`src/rtl/tlvd_pkg.sv`:
```
// Shared types, codes and sizes for the TLV compressed-IP header demux.
// No dependencies; the top, cell, chain and testbench files refer to this package.
`timescale 1ns / 1ps
`default_nettype none
package tlvd_pkg;

  localparam int CTX_DEPTH = 16;
  localparam int SLOT_W    = (CTX_DEPTH > 1) ? $clog2(CTX_DEPTH) : 1;
  localparam int CNT_W     = $clog2(CTX_DEPTH + 1);
  localparam int CMP_W     = (CNT_W > 5) ? CNT_W : 5;
  localparam int ID_W      = 12;

  localparam logic [1:0] MODE_START = 2'd0;
  localparam logic [1:0] MODE_BYTE  = 2'd1;
  localparam logic [1:0] MODE_CLEAR = 2'd2;

  localparam logic [1:0] REG_MAX_CTX = 2'd0;
  localparam logic [1:0] REG_FILT_EN = 2'd1;
  localparam logic [1:0] REG_SEL_CTX = 2'd2;

  localparam logic [7:0] TYPE_IPV6 = 8'h02;
  localparam logic [7:0] TYPE_CIP  = 8'h03;
  localparam logic [7:0] TYPE_PAD  = 8'hfe;
  localparam logic [7:0] TYPE_NULL = 8'hff;

  localparam logic [7:0] CIP_MODE_A = 8'h20;
  localparam logic [7:0] CIP_MODE_B = 8'h21;
  localparam logic [7:0] CIP_MODE_C = 8'h60;
  localparam logic [7:0] CIP_MODE_D = 8'h61;
  localparam logic [5:0] SKIP_A     = 6'd20;
  localparam logic [5:0] SKIP_B     = 6'd2;
  localparam logic [5:0] SKIP_C     = 6'd42;
  localparam logic [5:0] SKIP_D     = 6'd0;

  localparam logic [15:0] IPV6_MIN_LEN = 16'd48;
  localparam logic [15:0] IPV6_HDR_LEN = 16'd40;
  localparam logic [15:0] CIP_MIN_LEN  = 16'd3;
  localparam logic [15:0] UDP_MIN_LEN  = 16'd8;
  localparam logic [7:0]  NH_UDP       = 8'd17;
  localparam logic [15:0] NTP_PORT     = 16'd123;

  typedef enum logic [3:0] {
    ST_FORWARD   = 4'd0,
    ST_NTP_OK    = 4'd1,
    ST_IGNORED   = 4'd2,
    ST_FILTERED  = 4'd3,
    ST_BAD_TYPE  = 4'd4,
    ST_SHORT_IP6 = 4'd5,
    ST_BAD_NH    = 4'd6,
    ST_IP6_LEN   = 4'd7,
    ST_UDP_LEN   = 4'd8,
    ST_PORT      = 4'd9,
    ST_SHORT_CIP = 4'd10,
    ST_BAD_MODE  = 4'd11,
    ST_SHORT_CTX = 4'd12,
    ST_CTX_LIMIT = 4'd13
  } status_t;

  typedef enum logic [3:0] {
    K_SKIP = 4'b0001,
    K_IPV6 = 4'b0010,
    K_CIP  = 4'b0100,
    K_FWD  = 4'b1000
  } kind_t;

  typedef struct packed {
    logic              hit;
    logic              refuse;
    logic              fresh;
    logic [SLOT_W-1:0] slot;
  } lookup_t;

  typedef struct packed {
    logic        result_kind;
    status_t     status;
    logic [11:0] ctx_id;
    logic [3:0]  context_slot;
    logic        new_context;
    logic [7:0]  payload_byte;
    logic        payload_last;
  } result_t;

endpackage
`default_nettype wire

```
`src/rtl/tlvd_if.sv`:
```
// Valid/ready channel interfaces for input items, results and configuration.
// Depends on nothing; used by tlv_ip_header_demux_top.
`timescale 1ns / 1ps
`default_nettype none
interface tlvd_in_if;
  logic        valid;
  logic        ready;
  logic [1:0]  mode;
  logic [7:0]  packet_type;
  logic [15:0] packet_size;
  logic [7:0]  data_byte;
  modport source (output valid, mode, packet_type, packet_size, data_byte, input ready);
  modport sink   (input valid, mode, packet_type, packet_size, data_byte, output ready);
endinterface

interface tlvd_out_if;
  logic        valid;
  logic        ready;
  logic        result_kind;
  logic [3:0]  status;
  logic [11:0] ctx_id;
  logic [3:0]  context_slot;
  logic        new_context;
  logic [7:0]  payload_byte;
  logic        payload_last;
  modport source (output valid, result_kind, status, ctx_id, context_slot,
                  new_context, payload_byte, payload_last, input ready);
  modport sink   (input valid, result_kind, status, ctx_id, context_slot,
                  new_context, payload_byte, payload_last, output ready);
endinterface

interface tlvd_cfg_if;
  logic        valid;
  logic        ready;
  logic [1:0]  index;
  logic [11:0] data;
  modport source (output valid, index, data, input ready);
  modport sink   (input valid, index, data, output ready);
endinterface
`default_nettype wire

```
`src/rtl/tlv_ip_header_demux_top.sv`:
```
// Top level of the TLV compressed-IP header demux: byte parser and output register.
// Results are registered; the context lookup is a parallel compare in the cell row.
// Throughput: one item per cycle while the output is not stalled.
// Reset: synchronous, active low; the table empties and configuration returns to defaults.
// Depends on tlvd_pkg, tlvd_if and tlvd_chain.
`timescale 1ns / 1ps
`default_nettype none
module tlv_ip_header_demux_top (
  input  wire logic    clk,
  input  wire logic    rst_n,
  tlvd_in_if.sink      in_chan,
  tlvd_out_if.source   out_chan,
  tlvd_cfg_if.sink     cfg_chan
);
  logic [4:0]  max_ctx_r;
  logic        filt_en_r;
  logic [11:0] sel_ctx_r;

  tlvd_pkg::kind_t kind_r, kind_nxt;
  logic [15:0] pos_r, pos_nxt;
  logic [15:0] len_r, len_nxt;
  logic        ver_ok_r, ver_ok_nxt;
  logic [15:0] ip_len_r, ip_len_nxt;
  logic [15:0] udp_len_r, udp_len_nxt;
  logic [15:0] port_r, port_nxt;
  logic [5:0]  skip_r, skip_nxt;
  logic [tlvd_pkg::SLOT_W-1:0] slot_r, slot_nxt;
  logic [11:0] id_r, id_nxt;

  logic                res_vld;
  tlvd_pkg::result_t   res;
  logic                out_vld_r;
  tlvd_pkg::result_t   out_r;

  logic in_acc, cfg_acc, tbl_clr, lookup_en;
  tlvd_pkg::lookup_t lk;
  logic [7:0]  b;
  logic [15:0] udp_now;
  logic [5:0]  skip_sel;
  logic        skip_bad;

  assign in_chan.ready  = !out_vld_r || out_chan.ready;
  assign cfg_chan.ready = 1'b1;
  assign in_acc  = in_chan.valid && in_chan.ready;
  assign cfg_acc = cfg_chan.valid && cfg_chan.ready;
  assign b       = in_chan.data_byte;
  assign udp_now = {udp_len_r[7:0], b};

  always_comb begin
    skip_bad = 1'b0;
    case (b)
      tlvd_pkg::CIP_MODE_A: skip_sel = tlvd_pkg::SKIP_A;
      tlvd_pkg::CIP_MODE_B: skip_sel = tlvd_pkg::SKIP_B;
      tlvd_pkg::CIP_MODE_C: skip_sel = tlvd_pkg::SKIP_C;
      tlvd_pkg::CIP_MODE_D: skip_sel = tlvd_pkg::SKIP_D;
      default: begin
        skip_sel = tlvd_pkg::SKIP_D;
        skip_bad = 1'b1;
      end
    endcase
  end

  tlvd_chain u_chain (
    .clk      (clk),
    .rst_n    (rst_n),
    .clr      (tbl_clr),
    .lookup_en(lookup_en),
    .key      (id_r),
    .max_ctx  (max_ctx_r),
    .lk       (lk)
  );

  always_comb begin
    kind_nxt    = kind_r;
    pos_nxt     = pos_r;
    len_nxt     = len_r;
    ver_ok_nxt  = ver_ok_r;
    ip_len_nxt  = ip_len_r;
    udp_len_nxt = udp_len_r;
    port_nxt    = port_r;
    skip_nxt    = skip_r;
    slot_nxt    = slot_r;
    id_nxt      = id_r;
    tbl_clr     = 1'b0;
    lookup_en   = 1'b0;
    res_vld     = 1'b0;
    res         = '0;
    if (cfg_acc && cfg_chan.index == tlvd_pkg::REG_SEL_CTX) begin
      tbl_clr  = 1'b1;
      kind_nxt = tlvd_pkg::K_SKIP;
    end else if (in_acc) begin
      if (in_chan.mode == tlvd_pkg::MODE_START) begin
        kind_nxt    = tlvd_pkg::K_SKIP;
        pos_nxt     = '0;
        len_nxt     = in_chan.packet_size;
        ver_ok_nxt  = 1'b0;
        ip_len_nxt  = '0;
        udp_len_nxt = '0;
        port_nxt    = '0;
        skip_nxt    = '0;
        id_nxt      = '0;
        if (in_chan.packet_type == tlvd_pkg::TYPE_IPV6) begin
          if (in_chan.packet_size < tlvd_pkg::IPV6_MIN_LEN) begin
            res_vld    = 1'b1;
            res.status = tlvd_pkg::ST_SHORT_IP6;
          end else begin
            kind_nxt   = tlvd_pkg::K_IPV6;
            ver_ok_nxt = 1'b1;
          end
        end else if (in_chan.packet_type == tlvd_pkg::TYPE_CIP) begin
          if (in_chan.packet_size < tlvd_pkg::CIP_MIN_LEN) begin
            res_vld    = 1'b1;
            res.status = tlvd_pkg::ST_SHORT_CIP;
          end else begin
            kind_nxt = tlvd_pkg::K_CIP;
          end
        end else if (in_chan.packet_type == tlvd_pkg::TYPE_PAD ||
                     in_chan.packet_type == tlvd_pkg::TYPE_NULL) begin
          res_vld    = 1'b1;
          res.status = tlvd_pkg::ST_IGNORED;
        end else begin
          res_vld    = 1'b1;
          res.status = tlvd_pkg::ST_BAD_TYPE;
        end
      end else if (in_chan.mode == tlvd_pkg::MODE_CLEAR) begin
        tbl_clr  = 1'b1;
        kind_nxt = tlvd_pkg::K_SKIP;
      end else if (in_chan.mode == tlvd_pkg::MODE_BYTE &&
                   kind_r != tlvd_pkg::K_SKIP && pos_r < len_r) begin
        pos_nxt = pos_r + 16'd1;
        case (kind_r)
          tlvd_pkg::K_IPV6: begin
            if (pos_r == 16'd0 && b[7:4] != 4'd6) ver_ok_nxt = 1'b0;
            if (pos_r == 16'd6 && b != tlvd_pkg::NH_UDP) ver_ok_nxt = 1'b0;
            if (pos_r == 16'd4 || pos_r == 16'd5) ip_len_nxt = {ip_len_r[7:0], b};
            if (pos_r == 16'd42 || pos_r == 16'd43) port_nxt = {port_r[7:0], b};
            if (pos_r == 16'd44 || pos_r == 16'd45) udp_len_nxt = udp_now;
            if (pos_r == 16'd45) begin
              res_vld  = 1'b1;
              kind_nxt = tlvd_pkg::K_SKIP;
              if (!ver_ok_r) begin
                res.status = tlvd_pkg::ST_BAD_NH;
              end else if (ip_len_r != len_r - tlvd_pkg::IPV6_HDR_LEN) begin
                res.status = tlvd_pkg::ST_IP6_LEN;
              end else if (udp_now < tlvd_pkg::UDP_MIN_LEN ||
                           udp_now != len_r - tlvd_pkg::IPV6_HDR_LEN) begin
                res.status = tlvd_pkg::ST_UDP_LEN;
              end else if (port_r != tlvd_pkg::NTP_PORT) begin
                res.status = tlvd_pkg::ST_PORT;
              end else begin
                res.status = tlvd_pkg::ST_NTP_OK;
              end
            end
          end
          tlvd_pkg::K_CIP: begin
            if (pos_r == 16'd0) begin
              id_nxt = {b, 4'd0};
            end else if (pos_r == 16'd1) begin
              id_nxt = {id_r[11:4], b[7:4]};
            end else if (pos_r == 16'd2) begin
              kind_nxt       = tlvd_pkg::K_SKIP;
              res_vld        = 1'b1;
              res.ctx_id     = id_r;
              if (filt_en_r && sel_ctx_r != id_r) begin
                res.status = tlvd_pkg::ST_FILTERED;
              end else if (skip_bad) begin
                res.status = tlvd_pkg::ST_BAD_MODE;
              end else if (len_r - tlvd_pkg::CIP_MIN_LEN < 16'(skip_sel)) begin
                res.status = tlvd_pkg::ST_SHORT_CTX;
              end else begin
                lookup_en = 1'b1;
                if (lk.refuse) begin
                  res.status = tlvd_pkg::ST_CTX_LIMIT;
                end else begin
                  res.status       = tlvd_pkg::ST_FORWARD;
                  res.context_slot = 4'(lk.slot);
                  res.new_context  = lk.fresh;
                  skip_nxt         = skip_sel;
                  slot_nxt         = lk.slot;
                  kind_nxt         = tlvd_pkg::K_FWD;
                end
              end
            end
          end
          tlvd_pkg::K_FWD: begin
            if (pos_r >= tlvd_pkg::CIP_MIN_LEN + 16'(skip_r)) begin
              res_vld          = 1'b1;
              res.result_kind  = 1'b1;
              res.status       = tlvd_pkg::ST_FORWARD;
              res.ctx_id       = id_r;
              res.context_slot = 4'(slot_r);
              res.payload_byte = b;
              if (pos_r + 16'd1 == len_r) begin
                res.payload_last = 1'b1;
                kind_nxt         = tlvd_pkg::K_SKIP;
              end
            end
          end
          default: begin
            kind_nxt = tlvd_pkg::K_SKIP;
          end
        endcase
      end
    end
  end

  always_ff @(posedge clk) begin
    if (!rst_n) begin
      kind_r    <= tlvd_pkg::K_SKIP;
      out_vld_r <= 1'b0;
      max_ctx_r <= 5'd16;
      filt_en_r <= 1'b0;
      sel_ctx_r <= '0;
      pos_r     <= '0;
      len_r     <= '0;
      ver_ok_r  <= 1'b0;
      ip_len_r  <= '0;
      udp_len_r <= '0;
      port_r    <= '0;
      skip_r    <= '0;
      slot_r    <= '0;
      id_r      <= '0;
    end else begin
      kind_r    <= kind_nxt;
      pos_r     <= pos_nxt;
      len_r     <= len_nxt;
      ver_ok_r  <= ver_ok_nxt;
      ip_len_r  <= ip_len_nxt;
      udp_len_r <= udp_len_nxt;
      port_r    <= port_nxt;
      skip_r    <= skip_nxt;
      slot_r    <= slot_nxt;
      id_r      <= id_nxt;
      if (in_chan.ready) begin
        out_vld_r <= res_vld;
      end
      if (cfg_acc) begin
        case (cfg_chan.index)
          tlvd_pkg::REG_MAX_CTX: max_ctx_r <= cfg_chan.data[4:0];
          tlvd_pkg::REG_FILT_EN: filt_en_r <= cfg_chan.data[0];
          tlvd_pkg::REG_SEL_CTX: sel_ctx_r <= cfg_chan.data;
          default: ;
        endcase
      end
    end
    if (in_chan.ready && res_vld) begin
      out_r <= res;
    end
  end

  assign out_chan.valid        = out_vld_r;
  assign out_chan.result_kind  = out_r.result_kind;
  assign out_chan.status       = out_r.status;
  assign out_chan.ctx_id       = out_r.ctx_id;
  assign out_chan.context_slot = out_r.context_slot;
  assign out_chan.new_context  = out_r.new_context;
  assign out_chan.payload_byte = out_r.payload_byte;
  assign out_chan.payload_last = out_r.payload_last;
endmodule
`default_nettype wire

```
`src/rtl/tlvd_cell.sv`:
```
// One context table cell: a stored id with its valid bit and match compare.
// Passes the free-slot-seen flag on to its neighbor. Depends on tlvd_pkg.
`timescale 1ns / 1ps
`default_nettype none
module tlvd_cell (
  input  wire logic                    clk,
  input  wire logic                    rst_n,
  input  wire logic                    clr,
  input  wire logic                    ins,
  input  wire logic [tlvd_pkg::ID_W-1:0] key,
  input  wire logic                    free_in,
  output logic                         free_out,
  output logic                         first_free,
  output logic                         match,
  output logic                         vld
);
  logic                      vld_r, vld_nxt;
  logic [tlvd_pkg::ID_W-1:0] id_r, id_nxt;

  assign first_free = !vld_r && !free_in;
  assign free_out   = free_in || !vld_r;
  assign match      = vld_r && (id_r == key);
  assign vld        = vld_r;

  always_comb begin
    vld_nxt = vld_r;
    id_nxt  = id_r;
    if (clr) begin
      vld_nxt = 1'b0;
    end else if (ins && first_free) begin
      vld_nxt = 1'b1;
      id_nxt  = key;
    end
  end

  always_ff @(posedge clk) begin
    if (!rst_n) begin
      vld_r <= 1'b0;
    end else begin
      vld_r <= vld_nxt;
    end
    id_r <= id_nxt;
  end
endmodule
`default_nettype wire

```
`src/rtl/tlvd_chain.sv`:
```
// Row of context cells forming the lookup table, plus the fill count.
// Depends on tlvd_pkg and tlvd_cell.
`timescale 1ns / 1ps
`default_nettype none
module tlvd_chain (
  input  wire logic                    clk,
  input  wire logic                    rst_n,
  input  wire logic                    clr,
  input  wire logic                    lookup_en,
  input  wire logic [tlvd_pkg::ID_W-1:0] key,
  input  wire logic [4:0]              max_ctx,
  output tlvd_pkg::lookup_t            lk
);
  localparam int N = tlvd_pkg::CTX_DEPTH;

  logic [N:0]   free_chain;
  logic [N-1:0] first_free;
  logic [N-1:0] match;
  logic [N-1:0] vld;
  logic [tlvd_pkg::CNT_W-1:0] cnt_r, cnt_nxt;
  logic [tlvd_pkg::CMP_W-1:0] limit;
  logic [tlvd_pkg::SLOT_W-1:0] hit_slot, free_slot;
  logic ins;

  assign free_chain[0] = 1'b0;

  for (genvar g = 0; g < N; g++) begin : g_cell
    tlvd_cell u_cell (
      .clk       (clk),
      .rst_n     (rst_n),
      .clr       (clr),
      .ins       (ins),
      .key       (key),
      .free_in   (free_chain[g]),
      .free_out  (free_chain[g+1]),
      .first_free(first_free[g]),
      .match     (match[g]),
      .vld       (vld[g])
    );
  end

  always_comb begin
    hit_slot  = '0;
    free_slot = '0;
    for (int i = 0; i < N; i++) begin
      if (match[i]) hit_slot = hit_slot | tlvd_pkg::SLOT_W'(i);
      if (first_free[i]) free_slot = free_slot | tlvd_pkg::SLOT_W'(i);
    end
  end

  always_comb begin
    if (tlvd_pkg::CMP_W'(max_ctx) > tlvd_pkg::CMP_W'(N)) begin
      limit = tlvd_pkg::CMP_W'(N);
    end else begin
      limit = tlvd_pkg::CMP_W'(max_ctx);
    end
  end

  assign lk.hit    = |match;
  assign lk.refuse = !(|match) &&
                     ((tlvd_pkg::CMP_W'(cnt_r) >= limit) || !free_chain[N]);
  assign lk.fresh  = !(|match);
  assign lk.slot   = (|match) ? hit_slot : free_slot;
  assign ins       = lookup_en && !lk.hit && !lk.refuse && !clr;

  always_comb begin
    cnt_nxt = cnt_r;
    if (clr) begin
      cnt_nxt = '0;
    end else if (ins) begin
      cnt_nxt = cnt_r + tlvd_pkg::CNT_W'(1);
    end
  end

  always_ff @(posedge clk) begin
    if (!rst_n) begin
      cnt_r <= '0;
    end else begin
      cnt_r <= cnt_nxt;
    end
  end

  a_count_tracks_cells: assert property (@(posedge clk) disable iff (!rst_n)
    32'(cnt_r) == 32'($countones(vld)))
    else $error("fill count differs from number of valid cells");
  a_single_match: assert property (@(posedge clk) disable iff (!rst_n)
    $onehot0(match))
    else $error("context id stored in more than one cell");
  a_clear_empties: assert property (@(posedge clk) disable iff (!rst_n)
    clr |=> (cnt_r == '0) && (vld == '0))
    else $error("table not empty after clear");
endmodule
`default_nettype wire

```
`src/flat_wrapper.sv`:
```
// flat-port wrapper written by rule: the top's interface ports become plain ports
module tlv_ip_header_demux_top_flat 
  (clk, rst_n, in_chan_valid, in_chan_mode, in_chan_packet_type, in_chan_packet_size, in_chan_data_byte, in_chan_ready, out_chan_valid, out_chan_result_kind, out_chan_status, out_chan_ctx_id, out_chan_context_slot, out_chan_new_context, out_chan_payload_byte, out_chan_payload_last, out_chan_ready, cfg_chan_valid, cfg_chan_index, cfg_chan_data, cfg_chan_ready);
  tlvd_in_if in_chan_i ();
  tlvd_out_if out_chan_i ();
  tlvd_cfg_if cfg_chan_i ();
  input  wire logic clk;
  input  wire logic rst_n;
  input wire logic [$bits(in_chan_i.valid)-1:0] in_chan_valid;
  input wire logic [$bits(in_chan_i.mode)-1:0] in_chan_mode;
  input wire logic [$bits(in_chan_i.packet_type)-1:0] in_chan_packet_type;
  input wire logic [$bits(in_chan_i.packet_size)-1:0] in_chan_packet_size;
  input wire logic [$bits(in_chan_i.data_byte)-1:0] in_chan_data_byte;
  output wire logic [$bits(in_chan_i.ready)-1:0] in_chan_ready;
  output wire logic [$bits(out_chan_i.valid)-1:0] out_chan_valid;
  output wire logic [$bits(out_chan_i.result_kind)-1:0] out_chan_result_kind;
  output wire logic [$bits(out_chan_i.status)-1:0] out_chan_status;
  output wire logic [$bits(out_chan_i.ctx_id)-1:0] out_chan_ctx_id;
  output wire logic [$bits(out_chan_i.context_slot)-1:0] out_chan_context_slot;
  output wire logic [$bits(out_chan_i.new_context)-1:0] out_chan_new_context;
  output wire logic [$bits(out_chan_i.payload_byte)-1:0] out_chan_payload_byte;
  output wire logic [$bits(out_chan_i.payload_last)-1:0] out_chan_payload_last;
  input wire logic [$bits(out_chan_i.ready)-1:0] out_chan_ready;
  input wire logic [$bits(cfg_chan_i.valid)-1:0] cfg_chan_valid;
  input wire logic [$bits(cfg_chan_i.index)-1:0] cfg_chan_index;
  input wire logic [$bits(cfg_chan_i.data)-1:0] cfg_chan_data;
  output wire logic [$bits(cfg_chan_i.ready)-1:0] cfg_chan_ready;
  assign in_chan_i.valid = in_chan_valid;
  assign in_chan_i.mode = in_chan_mode;
  assign in_chan_i.packet_type = in_chan_packet_type;
  assign in_chan_i.packet_size = in_chan_packet_size;
  assign in_chan_i.data_byte = in_chan_data_byte;
  assign in_chan_ready = in_chan_i.ready;
  assign out_chan_valid = out_chan_i.valid;
  assign out_chan_result_kind = out_chan_i.result_kind;
  assign out_chan_status = out_chan_i.status;
  assign out_chan_ctx_id = out_chan_i.ctx_id;
  assign out_chan_context_slot = out_chan_i.context_slot;
  assign out_chan_new_context = out_chan_i.new_context;
  assign out_chan_payload_byte = out_chan_i.payload_byte;
  assign out_chan_payload_last = out_chan_i.payload_last;
  assign out_chan_i.ready = out_chan_ready;
  assign cfg_chan_i.valid = cfg_chan_valid;
  assign cfg_chan_i.index = cfg_chan_index;
  assign cfg_chan_i.data = cfg_chan_data;
  assign cfg_chan_ready = cfg_chan_i.ready;
  tlv_ip_header_demux_top u_core (.clk(clk), .rst_n(rst_n), .in_chan(in_chan_i), .out_chan(out_chan_i), .cfg_chan(cfg_chan_i));
endmodule
```
`config.mk`:
```
export PLATFORM = sky130hd
export DESIGN_NAME = tlv_ip_header_demux_top_flat
export DESIGN_NICKNAME = d
export VERILOG_FILES = /design/src/rtl/tlvd_pkg.sv /design/src/rtl/tlvd_if.sv /design/src/rtl/tlv_ip_header_demux_top.sv /design/src/rtl/tlvd_cell.sv /design/src/rtl/tlvd_chain.sv /design/src/flat_wrapper.sv
export SDC_FILE = /design/constraint.sdc
export NUM_CORES = 1
export LEC_CHECK = 0
export ABC_AREA = 1
export ABC_CLOCK_PERIOD_IN_PS = 3600
export BUFFER_PORTS_ARGS = -buffer_cell sky130_fd_sc_hd__buf_2
export CAP_MARGIN = 20
export CORE_MARGIN = 2
export CORE_UTILIZATION = 35
export CTS_CLUSTER_SIZE = 30
export DETAILED_ROUTE_END_ITERATION = 16
export PLACE_DENSITY = 0.61
export SYNTH_ARGS = -nofsm -noshare
export SYNTH_HDL_FRONTEND = slang
export SYNTH_SLANG_ARGS = --single-unit
export TNS_END_PERCENT = 50
```
`constraint.sdc`:
```
create_clock -name clk -period 3.6 [get_ports clk]
set_input_delay 0.54 -clock clk [delete_from_list [all_inputs] [get_ports clk]]
set_output_delay 0.54 -clock clk [all_outputs]
set_load 0.05 [all_outputs]
```
==> flow_metrics.env <==
export IMPL_status="complete, no violations"
export IMPL_slew_violations=0
export IMPL_worst_pin_slew_ns=0.7692
export IMPL_die_y_um=235.3
export IMPL_tns_ns=0
export IMPL_synthSimpleGateAreaFrac_pct=25.74
export IMPL_synth_compound_area_share_pct=8.830
export IMPL_place_hpwl_um=38450
export IMPL_fp_dieW_um=235.3
export IMPL_vdd_drop_max_v=0.0002901
export IMPL_synth_edf_count=223
export IMPL_io_pins=87
export IMPL_ant_nets=0
export IMPL_cp_data_arrival_time_ns=3.55
export IMPL_fin_worst_skew_ns=0.02212
export IMPL_path_cells="inv_2, buf_4, nand2_1, nand2_1, nor3_1, nand2_1, nor2_1, nand2_1, nand2_1, nor2_2, nand2_2, nor2_4, nand3_2, nor2_4, nand2_4, or2_1, inv_1"
export IMPL_antenna_found_initial=2
export IMPL_switching_power_mw=2.472
export IMPL_nets=2491
export IMPL_grt_start_max_net_pins=74
export IMPL_utilization_pct=41.34
export IMPL_yosysTopAreaCellShare_pct=35.75
export IMPL_postSynth_asyncResetShare_pct=0
export IMPL_switching_share_pct=25.46
export IMPL_yosysTopAreaCell="edfxtp_1"
export IMPL_cts_sinks=359
export IMPL_cp_start_kind="flop"
export IMPL_synth_adder_area_share_pct=2.672
export IMPL_synth_area_um2=18730
export IMPL_p_leak_nw=8.880
export IMPL_drc=0
export IMPL_crit_required_ns=3.82
export IMPL_worstPathMaxFanout=23
export IMPL_crit_top_cell="nand2_1"
export IMPL_p_total_mw=9.712
export IMPL_hold_viol=0
export IMPL_min_period_over_period_pct=92.55
export IMPL_clk_pin_slew_ns=0.06
export IMPL_finalHoldWorstSlack_ns=0.1958
export IMPL_num_vias=15730
export IMPL_cts_buffers=40
export IMPL_p_clk_share_pct=45.0
export IMPL_cpPeakStageDelay_ns=0.47
export IMPL_fin_cells=3119
export IMPL_clock_tree_root_cell="clkbuf_16"
export IMPL_synth_nets=2357
export IMPL_synth_seq_area_share_pct=50.28
export IMPL_ys_ff_latch=359
export IMPL_area_delta_synth_final_pct=16.45
export IMPL_portBuffers=85
export IMPL_initial_core_util_pct=35.50
export IMPL_firstDrtPassIters=6
export IMPL_synth_xor_area_share_pct=5.284
export IMPL_grt_setup_unrepaired="no"
export IMPL_ys_types=54
export IMPL_avgSynthCellArea_um2=8.274
export IMPL_coreArea_um2=52760
export IMPL_grt_use_total_pct=19.68
export IMPL_synth_top_family_by_area="simple AND/OR/NAND/NOR gates"
export IMPL_crit_type="reg2reg"
export IMPL_relSlewSlack_pct=48.66
export IMPL_p_int_mw=7.239
export IMPL_cap_viol_max_count=0
export IMPL_clkLatencyLatePin_ns=0.58
export IMPL_cp_slowest_cell="inv_2"
export IMPL_num_rows=84
export IMPL_ctsHoldBuffers=0
export IMPL_dieArea_um2=55380
export IMPL_yosysWarnings=0
export IMPL_wl_um=55400
export IMPL_viasPerCell=5.043
export IMPL_min_period_ns=3.332
export IMPL_synthMuxAreaShare_pct=0
export IMPL_end_kind="flop"
export IMPL_grt_pass1_wl_um=85170
export IMPL_hold_path_class="in2reg"
export IMPL_seq_power_share_pct=45.9
export IMPL_synthTopCellsByArea="edfxtp_1 (36%), dfxtp_1 (15%), nand2_1 (9.7%)"
export IMPL_cts_tree="done"
export IMPL_grt_overflow_total=0
export IMPL_drt_first_iter_violations=1225
export IMPL_fmax_ghz=0.3002
export IMPL_wire_per_inst_um=17.76
export IMPL_netlist_instances=2264
export IMPL_cts_htree_levels=2
export IMPL_yosys_most_used_dff="edfxtp_1"
export IMPL_clock_path_buffers=3
export IMPL_gp_routability_congestion=0.9208
export IMPL_setup_viol_count_final=0
export IMPL_place_inst=3043
export IMPL_grt_pass1_vias=15040
export IMPL_power_density_nw_per_um2=445.2
export IMPL_comb_power_share_pct=9.1
export IMPL_drive_gt1_share_pct=13.37
[cell families after synthesis]
family | after synthesis
compound gates | 303
simple gates | 1120
fa+ha+maj | 40
flops | 359
xor+xnor | 113
other cells | 1
buf+inv | 328
[routing by layer]
layer	wire length [um]	track usage [%]	vias up
met2	25110	31.93	544
met3	3822	4.022	122
met4	1851	7.933	4
met5	24	0	-
li1	-	-	7732
met1	24590	25.72	7326
[power by group through the flow]
stage | logic, mW | clock network, mW | registers (mW)
2_1_floorplan | 0.538 | 0 | 4.55
5_1_grt | 0.978 | 4.61 | 4.46
6_report | 0.883 | 4.37 | 4.46
3_3_place_gp | 0.854 | 0 | 4.54
4_1_cts | 0.870 | 4.46 | 4.46
3_5_place_dp | 0.863 | 0 | 4.54
[critical path: cells and delay by family, from the launching register on]
kind / cells / cell delay [ns]
simple gates: 14 / 1.58
flops: 1 / 0.34
buf+inv: 3 / 1.04
[flip-flops by register name (all words and copies together), names as in the netlist, 5 cells and up]
signal	count
u_core.max_ctx_r	5
u_core.port_r	16
u_core.out_chan.ctx_id	12
u_core.ip_len_r	16
u_core.out_chan.payload_byte	8
u_core.u_chain.g_cell.u_cell.id_r	192
u_core.pos_r	16
u_core.u_chain.cnt_r	5
u_core.udp_len_r	8
u_core.u_chain.g_cell.u_cell.vld	16
u_core.len_r	16
u_core.sel_ctx_r	12
u_core.id_r	12
[synthesized netlist by cell type, drive strengths merged, types with 2 or more instances]
library cell  count
nor3b             5
nand3           107
a31oi             7
nor4              9
ha               40
clkinv            2
dfxtp           136
o211a             2
nand3b           10
nand4            50
buf              35
o211ai            6
xnor2            51
a21oi           133
nand2           495
o22ai             5
nor3             48
o21a              2
clkbuf           39
o21ai           124
nor2            335
edfxtp          223
o21bai            2
or2              58
inv             252
xor2             62
a211oi           17
[per-stage QoR]
step | setup WS (ns) | instance area, um2
2_1_floorplan | 0.03540 | 18730
3_3_place_gp | 0.2815 | 20360
3_5_place_dp | 0.1760 | 20360
4_1_cts | 0.2094 | 21770
5_1_grt | 0.005235 | 21810
6_report | 0.2683 | 21810
[final timing paths]
kind         slack, ns              start  cells after the start                                       end
min               0.20  cfg_chan_data[10]                      3                      u_core.sel_ctx_r[10]
max reg2reg       0.27     u_core.id_r[7]                     17  u_core.u_chain.g_cell[6].u_cell.id_r[11]
min reg2reg       0.46   u_core.slot_r[2]                      2                          u_core.slot_r[2]
max               0.27     u_core.id_r[7]                     17  u_core.u_chain.g_cell[6].u_cell.id_r[11]
[area by class of cell]
class,count,area (um2)
Tap cell,688,860.8
Clock inverter,30,332.8
Sequential cell,359,9420
Antenna cell,1,2.502
Timing Repair Buffer,166,1159
Fill cell,5208,30950
Inverter,254,960.9
Multi-Input combinational cell,1577,7996
Clock buffer,44,1080
[placed cells by master, fill, tap and decap left out, types with 40 or more instances in the layout]
cell	instances
buf_4	71
ha_1	40
buf_2	85
nand2_1	483
nand4_1	50
xnor2_1	51
o21ai_0	117
nand3_1	106
xor2_1	60
inv_1	242
or2_2	46
nor2_1	327
nor3_1	48
edfxtp_1	223
dfxtp_1	135
a21oi_1	128
clkbuf_16	43
[repair_timing]
item	in CTS	in global routing
setup buffers	0	0
endpoints found under the setup margin	0	161
resized for setup	0	5
endpoints found under the hold margin	0	0
No activity file was read; power rests on OpenSTA's default activity.
